[src/fp8bsd_pkg.sv]
// package for the fp8 e4m3 block scale decoder
// holds sizes, float32 constants and the element scaling function; no dependencies
package fp8bsd_pkg;

    localparam int unsigned BLOCK_ELEMENTS_DEF     = 128;
    localparam int unsigned MAX_BLOCKS_PER_ROW_DEF = 256;
    localparam int unsigned CFG_W                  = 9;

    localparam logic [31:0] CANON_NAN = 32'h7fc0_0000;
    localparam logic [31:0] POS_INF   = 32'h7f80_0000;

    // element times scale as float32 bits
    function automatic logic [31:0] scale_element(input logic [7:0] elem,
                                                  input logic [7:0] scale);
        logic        sgn;
        logic [3:0]  ex;
        logic [2:0]  man;
        logic [3:0]  sig;
        logic [1:0]  top;
        logic signed [10:0] k;
        logic signed [10:0] u;
        logic signed [10:0] sh;
        logic [3:0]  r;
        logic [3:0]  q;
        logic [3:0]  rem;
        logic [7:0]  half;
        logic [31:0] res;
        sgn  = elem[7];
        ex   = elem[6:3];
        man  = elem[2:0];
        sig  = (ex != 4'd0) ? {1'b1, man} : {1'b0, man};
        top  = sig[3] ? 2'd3 : sig[2] ? 2'd2 : sig[1] ? 2'd1 : 2'd0;
        k    = ((ex != 4'd0) ? ($signed({7'd0, ex}) - 11'sd10) : -11'sd9)
               + $signed({3'd0, scale}) - 11'sd127;
        u    = k + $signed({9'd0, top});
        sh   = k + 11'sd149;
        r    = 4'd0;
        q    = 4'd0;
        rem  = 4'd0;
        half = 8'd0;
        res  = {sgn, 31'd0};
        if (elem[6:0] == 7'h7f) begin
            res = CANON_NAN;
        end else if (scale == 8'hff) begin
            res = (sig == 4'd0) ? CANON_NAN : (POS_INF | {sgn, 31'd0});
        end else if (sig == 4'd0) begin
            res = {sgn, 31'd0};
        end else if (u > 11'sd127) begin
            res = POS_INF | {sgn, 31'd0};
        end else if (u >= -11'sd126) begin
            res = {sgn, 8'(u + 11'sd127), 23'((28'(sig) << (5'd23 - 5'(top))))};
        end else if (sh >= 11'sd0) begin
            res = {sgn, 31'((31'(sig)) << ((sh > 11'sd22) ? 5'd22 : 5'(sh)))};
        end else if (sh < -11'sd8) begin
            res = {sgn, 31'd0};
        end else begin
            r    = 4'(-sh);
            q    = sig >> r;
            rem  = sig & 4'((5'd1 << r) - 5'd1);
            half = 8'(9'd1 << (r - 4'd1));
            if ({4'd0, rem} > half || ({4'd0, rem} == half && q[0])) begin
                q = q + 4'd1;
            end
            res = {sgn, 27'd0, q};
        end
        return res;
    endfunction

endpackage

[src/fp8_e4m3_block_scale_decoder_core.sv]
// top level of the fp8 e4m3 block scale decoder
// uses fp8bsd_pkg for sizes and the element scaling function
// the result of an accepted element byte is registered and appears on the output in the next cycle
// throughput: one byte per cycle while o_stall is low; a scale byte gives no result
// the output register is a single stage: input stalls only when it holds an
// untaken item and the output is stalled
// reset (synchronous, active low) sets blocks_per_row to 1 and expects a scale byte
module fp8_e4m3_block_scale_decoder_core
    import fp8bsd_pkg::*;
#(
    parameter int unsigned BLOCK_ELEMENTS     = BLOCK_ELEMENTS_DEF,
    parameter int unsigned MAX_BLOCKS_PER_ROW = MAX_BLOCKS_PER_ROW_DEF
) (
    input  logic             i_clk,
    input  logic             i_rst_n,
    input  logic             i_cfg_we,
    input  logic [CFG_W-1:0] i_cfg_data,
    input  logic             i_valid,
    output logic             o_stall,
    input  logic [7:0]       i_data_byte,
    output logic             o_valid,
    input  logic             i_stall,
    output logic [31:0]      o_value_bits,
    output logic             o_last_in_row
);

    localparam int unsigned POS_W = $clog2(BLOCK_ELEMENTS + 1);
    localparam int unsigned BLK_W = $clog2(MAX_BLOCKS_PER_ROW + 1);

    logic [BLK_W-1:0] r_bpr, n_bpr;
    logic [7:0]       r_scale;
    logic [POS_W-1:0] r_pos;
    logic [BLK_W-1:0] r_blk;
    logic             r_valid;
    logic [31:0]      r_value;
    logic             r_last;
    logic             w_accept;
    logic             w_eob;
    logic             w_last;

    assign o_stall       = r_valid && i_stall;
    assign w_accept      = i_valid && !o_stall;
    assign o_valid       = r_valid;
    assign o_value_bits  = r_value;
    assign o_last_in_row = r_last;

    // register write with clamping
    always_comb begin
        if (i_cfg_data == '0) begin
            n_bpr = BLK_W'(1);
        end else if (32'(i_cfg_data) > MAX_BLOCKS_PER_ROW) begin
            n_bpr = BLK_W'(MAX_BLOCKS_PER_ROW);
        end else begin
            n_bpr = BLK_W'(i_cfg_data);
        end
    end

    // end of block and end of row
    assign w_eob  = (32'(r_pos) >= BLOCK_ELEMENTS);
    assign w_last = w_eob && ((32'(r_blk) + 32'd1) >= 32'(r_bpr));

    // counters and scale
    always_ff @(posedge i_clk) begin
        if (!i_rst_n) begin
            r_bpr <= BLK_W'(1);
            r_pos <= '0;
            r_blk <= '0;
            r_scale <= '0;
        end else begin
            if (i_cfg_we) begin
                r_bpr <= n_bpr;
            end
            if (w_accept) begin
                if (r_pos == '0) begin
                    r_scale <= i_data_byte;
                    r_pos   <= POS_W'(1);
                end else if (w_eob) begin
                    r_pos <= '0;
                    r_blk <= w_last ? '0 : r_blk + BLK_W'(1);
                end else begin
                    r_pos <= r_pos + POS_W'(1);
                end
            end
        end
    end

    // output register
    always_ff @(posedge i_clk) begin
        if (!i_rst_n) begin
            r_valid <= 1'b0;
        end else if (w_accept) begin
            r_valid <= (r_pos != '0);
        end else if (!i_stall) begin
            r_valid <= 1'b0;
        end
    end

    always_ff @(posedge i_clk) begin
        if (w_accept && r_pos != '0) begin
            r_value <= scale_element(i_data_byte, r_scale);
            r_last  <= w_last;
        end
    end

endmodule

[config.mk]
export PLATFORM = sky130hd
export DESIGN_NAME = fp8_e4m3_block_scale_decoder_core
export DESIGN_NICKNAME = d
export VERILOG_FILES = /design/src/fp8bsd_pkg.sv /design/src/fp8_e4m3_block_scale_decoder_core.sv
export SDC_FILE = /design/constraint.sdc
export NUM_CORES = 1
export LEC_CHECK = 0
export ABC_CLOCK_PERIOD_IN_PS = 6390
export BUFFER_PORTS_ARGS = -buffer_cell sky130_fd_sc_hd__buf_2
export CAP_MARGIN = 20
export CELL_PAD_IN_SITES_DETAIL_PLACEMENT = 1
export CELL_PAD_IN_SITES_GLOBAL_PLACEMENT = 1
export CORE_MARGIN = 4
export CORE_UTILIZATION = 46
export DETAILED_ROUTE_END_ITERATION = 10
export PLACE_DENSITY_LB_ADDON = 0.1
export SLEW_MARGIN = 20
export SYNTH_ARGS = -nofsm -noshare
export SYNTH_HDL_FRONTEND = slang
export SYNTH_SLANG_ARGS = --single-unit
[constraint.sdc]
create_clock -name i_clk -period 6.39 [get_ports i_clk]
set_input_delay 0 -clock i_clk [delete_from_list [all_inputs] [get_ports i_clk]]
set_output_delay 0 -clock i_clk [all_outputs]
set_load 0.01 [all_outputs]
==> flow_summary_export.csv <==
group,metric,value,unit
pwr,p_int,0.00119,W
global_routing,grt-ovfl-total,0,
placement,dp.final_hpwl,12300,um
routing,drc,0,
clock_tree,hold_buffers,1,
routing,drt-initial-drc-count,264,
pwr,p_switching,0.000838,W
pwr,p_per_area,328,mW/mm^2
die,fp.dieW,117,um
flow_run,maxCapViolations,0,
timing,finalSetupViolCount,0,
synthesis,synth_top_area_share,18.2,%
die,io_pins,57,
timing,layout_min_cycle_time,5420,ps
clock_tree,cts_tree,"done",
routing,vias_per_cell,5.98,
timing,period_share,84.8,%
worst_setup_path,arrival,5500,ps
pwr,p_leak,2.53,nW
synthesis,synth_cell_types,78,
synthesis,synth_largest_area_cell,"edfxtp_1",
synthesis,avgSynthCellArea,8.52,sq um
synthesis,synth_seq_cells,68,
synthesis,synthFlopType,"dfxtp_1",
layout,layout-drive-gt1-share,14.0,%
placement,place.port_buffers,56,
routing,wl_per_cell,18.7,um
timing,fmax,185,MHz
layout,antenna_cells,0,
placement,gp_congestion,0.904,
pwr,ir_drop,0.124,mV
global_routing,grt_max_degree,36,
worst_setup_path,start_kind,"flip-flop",
routing,firstDrtPassIters,5,
worst_setup_path,crit_start,"r_scale[0]",
timing,tightest_slew,1050,ps
clock_tree,h-tree-depth,3,
clock_tree,cts_setup_buffers,0,
worst_setup_path,cp_max_fo,18,
die,core_area,0.0115,sq mm
worst_setup_path,required,6480,ps
routing,final_antenna_net_count,0,
synthesis,yosys-top-cells-count,"nor2_1 (67), nand2_1 (60), ha_1 (46), dfxtp_1 (35), inv_1 (35)",
clock_tree,root_buffer,"clkbuf_16",
clock_tree,clkLatencyLatePin,340,ps
synthesis,synth.area.top_cells,"edfxtp_1 (18%), dfxtp_1 (13%), ha_1 (11%)",
timing,relSlewSlack,29.5,%
pwr,swShare,41.4,%
pwr,power.share.combinational,50.0,%
pwr,pwr-share-clk,24.9,%
synthesis,ys_async_sr_fraction,0,%
timing,hold_viol,0,
clock_tree,cts_sinks,68,
pwr,pwr-share-seq,25.1,%
global_routing,grt_usage,24.3,%
global_routing,grt_pass1_wl,26400,um
timing,maxSlewViolCount,0,
hold_path,min_path_type,"input port to flip-flop",
hold_path,hp-start,"i_cfg_data[6]",
timing,fin_setup_tns,0,ps
worst_setup_path,critPathKind,"flip-flop to flip-flop",
synthesis,synth_seq_area_share,31.1,%
timing,hold_slack,17.6,ps
synthesis,synth_warnings,0,
die,core.rowCount,39,
synthesis,synth_edf_count,33,
synthesis,synth_cells,639,
clock_tree,cts_buffers,9,
worst_setup_path,cp-end-kind,"flip-flop",
die,die-area,0.0136,sq mm
global_routing,grt_pass1_vias,5211,
global_routing,grt_antenna_before_repair,0,
die,die_h,117,um
outcome,status,"finished clean",
timing,clock_skew,8.61,ps
synthesis,synth_area,0.00544,sq mm
synthesis,yosysMostFrequentCell,"nor2_1",
routing,wl,15700,um
routing,via_count,5009,
clock_tree,cts_max_path_buffers,2,
clock_tree,clkTransAtPathRegs,60,ps
synthesis,syn-num-nets,710,
timing,rsz0062_at_grt,"no",
layout,area_growth,13.4,%
worst_setup_path,r2r-start,"r_scale[0]",
clock_tree,cts_resized,0,
layout,final_nets,760,
die,start_util,47.3,%
==> critical path: stages, from the launching register on <==
cell,delay (ps)
dfxtp_1,350
inv_1,60
ha_1,190
inv_1,50
ha_1,190
inv_1,70
fa_1,950
xor2_1,640
nor2_1,220
xnor2_2,240
nand4_1,190
ha_1,370
nor2_1,40
ha_1,310
a21o_1,160
a21o_1,170
a21oi_1,130
a21oi_1,120
o21ai_1,160
mux2_2,360
a22oi_1,150
nor2_1,50
==> metal layers <==
metal | GRT usage, % | vias to the layer above | wire [um] | part of all wire (%)
li1 | - | 2419 | - | -
met1 | 31.7 | 2455 | 7160 | 46
met2 | 41.5 | 119 | 7480 | 48
met3 | 4.88 | 16 | 833 | 5.3
met4 | 5.50 | 0 | 207 | 1.3
met5 | 0 | - | 0 | 0
==> state kept, by name, indices dropped and copies added, names as in the netlist <==
signal,flops
o_value_bits,32
r_blk,9
r_bpr,9
r_pos,8
r_scale,8
o_last_in_row,1
o_valid,1
==> power by group through the flow <==
stage	logic, W	clock network, W	registers (W)
detailed placement	0.000996	0	0.000518
floorplan	0.000728	0	0.000525
CTS	0.00100	0.000510	0.000509
global placement	0.000962	0	0.000516
finish	0.00101	0.000503	0.000509
global route	0.00112	0.000534	0.000512
==> cells in the final DEF, fill, tap and decap left out, types with 8 or more instances in the layout <==
cell type	n
xor2_1	10
nand2_1	60
and2_1	14
nand3_1	23
a21o_1	10
a31oi_1	8
mux2i_1	9
a21oi_1	30
o22ai_1	9
nor2b_1	21
and3_1	13
nor2_1	66
o21ai_0	32
edfxtp_1	33
ha_1	46
buf_2	56
nor3_1	12
xnor2_1	28
dfxtp_1	35
clkbuf_16	11
inv_1	35
a22oi_1	8
==> area by class of cell <==
| cell class | instances | area [sq um] |
|---|---|---|
| repair buffers | 62 | 328 |
| clock inverters | 2 | 12.5 |
| clock buffers | 14 | 297 |
| inverters | 36 | 135 |
| multi-input cells | 512 | 3530 |
| flip-flops and latches | 68 | 1690 |
| well taps | 143 | 179 |
| fillers | 1425 | 5350 |
==> path summary, 6_finish.rpt <==
| check | cells past startpoint | slack (ps) | to |
|---|---|---|---|
| min | 4 | 20 | r_bpr[6] |
| max reg2reg | 21 | 970 | o_value_bits[1] |
| max | 21 | 970 | o_value_bits[1] |
| min reg2reg | 2 | 520 | r_bpr[8] |
==> per-stage QoR <==
stage	instances	setup WS [ps]	power [W]	area, sq um	util [%]
6_report	837	972	0.00203	6170	53.6
5_1_grt	837	568	0.00216	6170	53.6
4_1_cts	837	1010	0.00202	6170	53.6
3_5_place_dp	820	858	0.00151	5850	50.8
3_3_place_gp	820	1070	0.00148	5850	50.8
2_1_floorplan	639	1650	0.00125	5440	-
==> kinds of logic after synthesis <==
logic type / count (synthesis) / share of synthesized area, %
and+or+nand+nor: 254 / 23.8
AOI/OAI and AO/OA: 157 / 20.2
DFF: 68 / 31.1
buffers and inverters: 59 / 4.25
adders and majority gates: 50 / 11.9
xor gates and xnor gates: 40 / 6.71
muxes: 11 / 2.11
No activity file was read; power rests on OpenSTA's default activity.
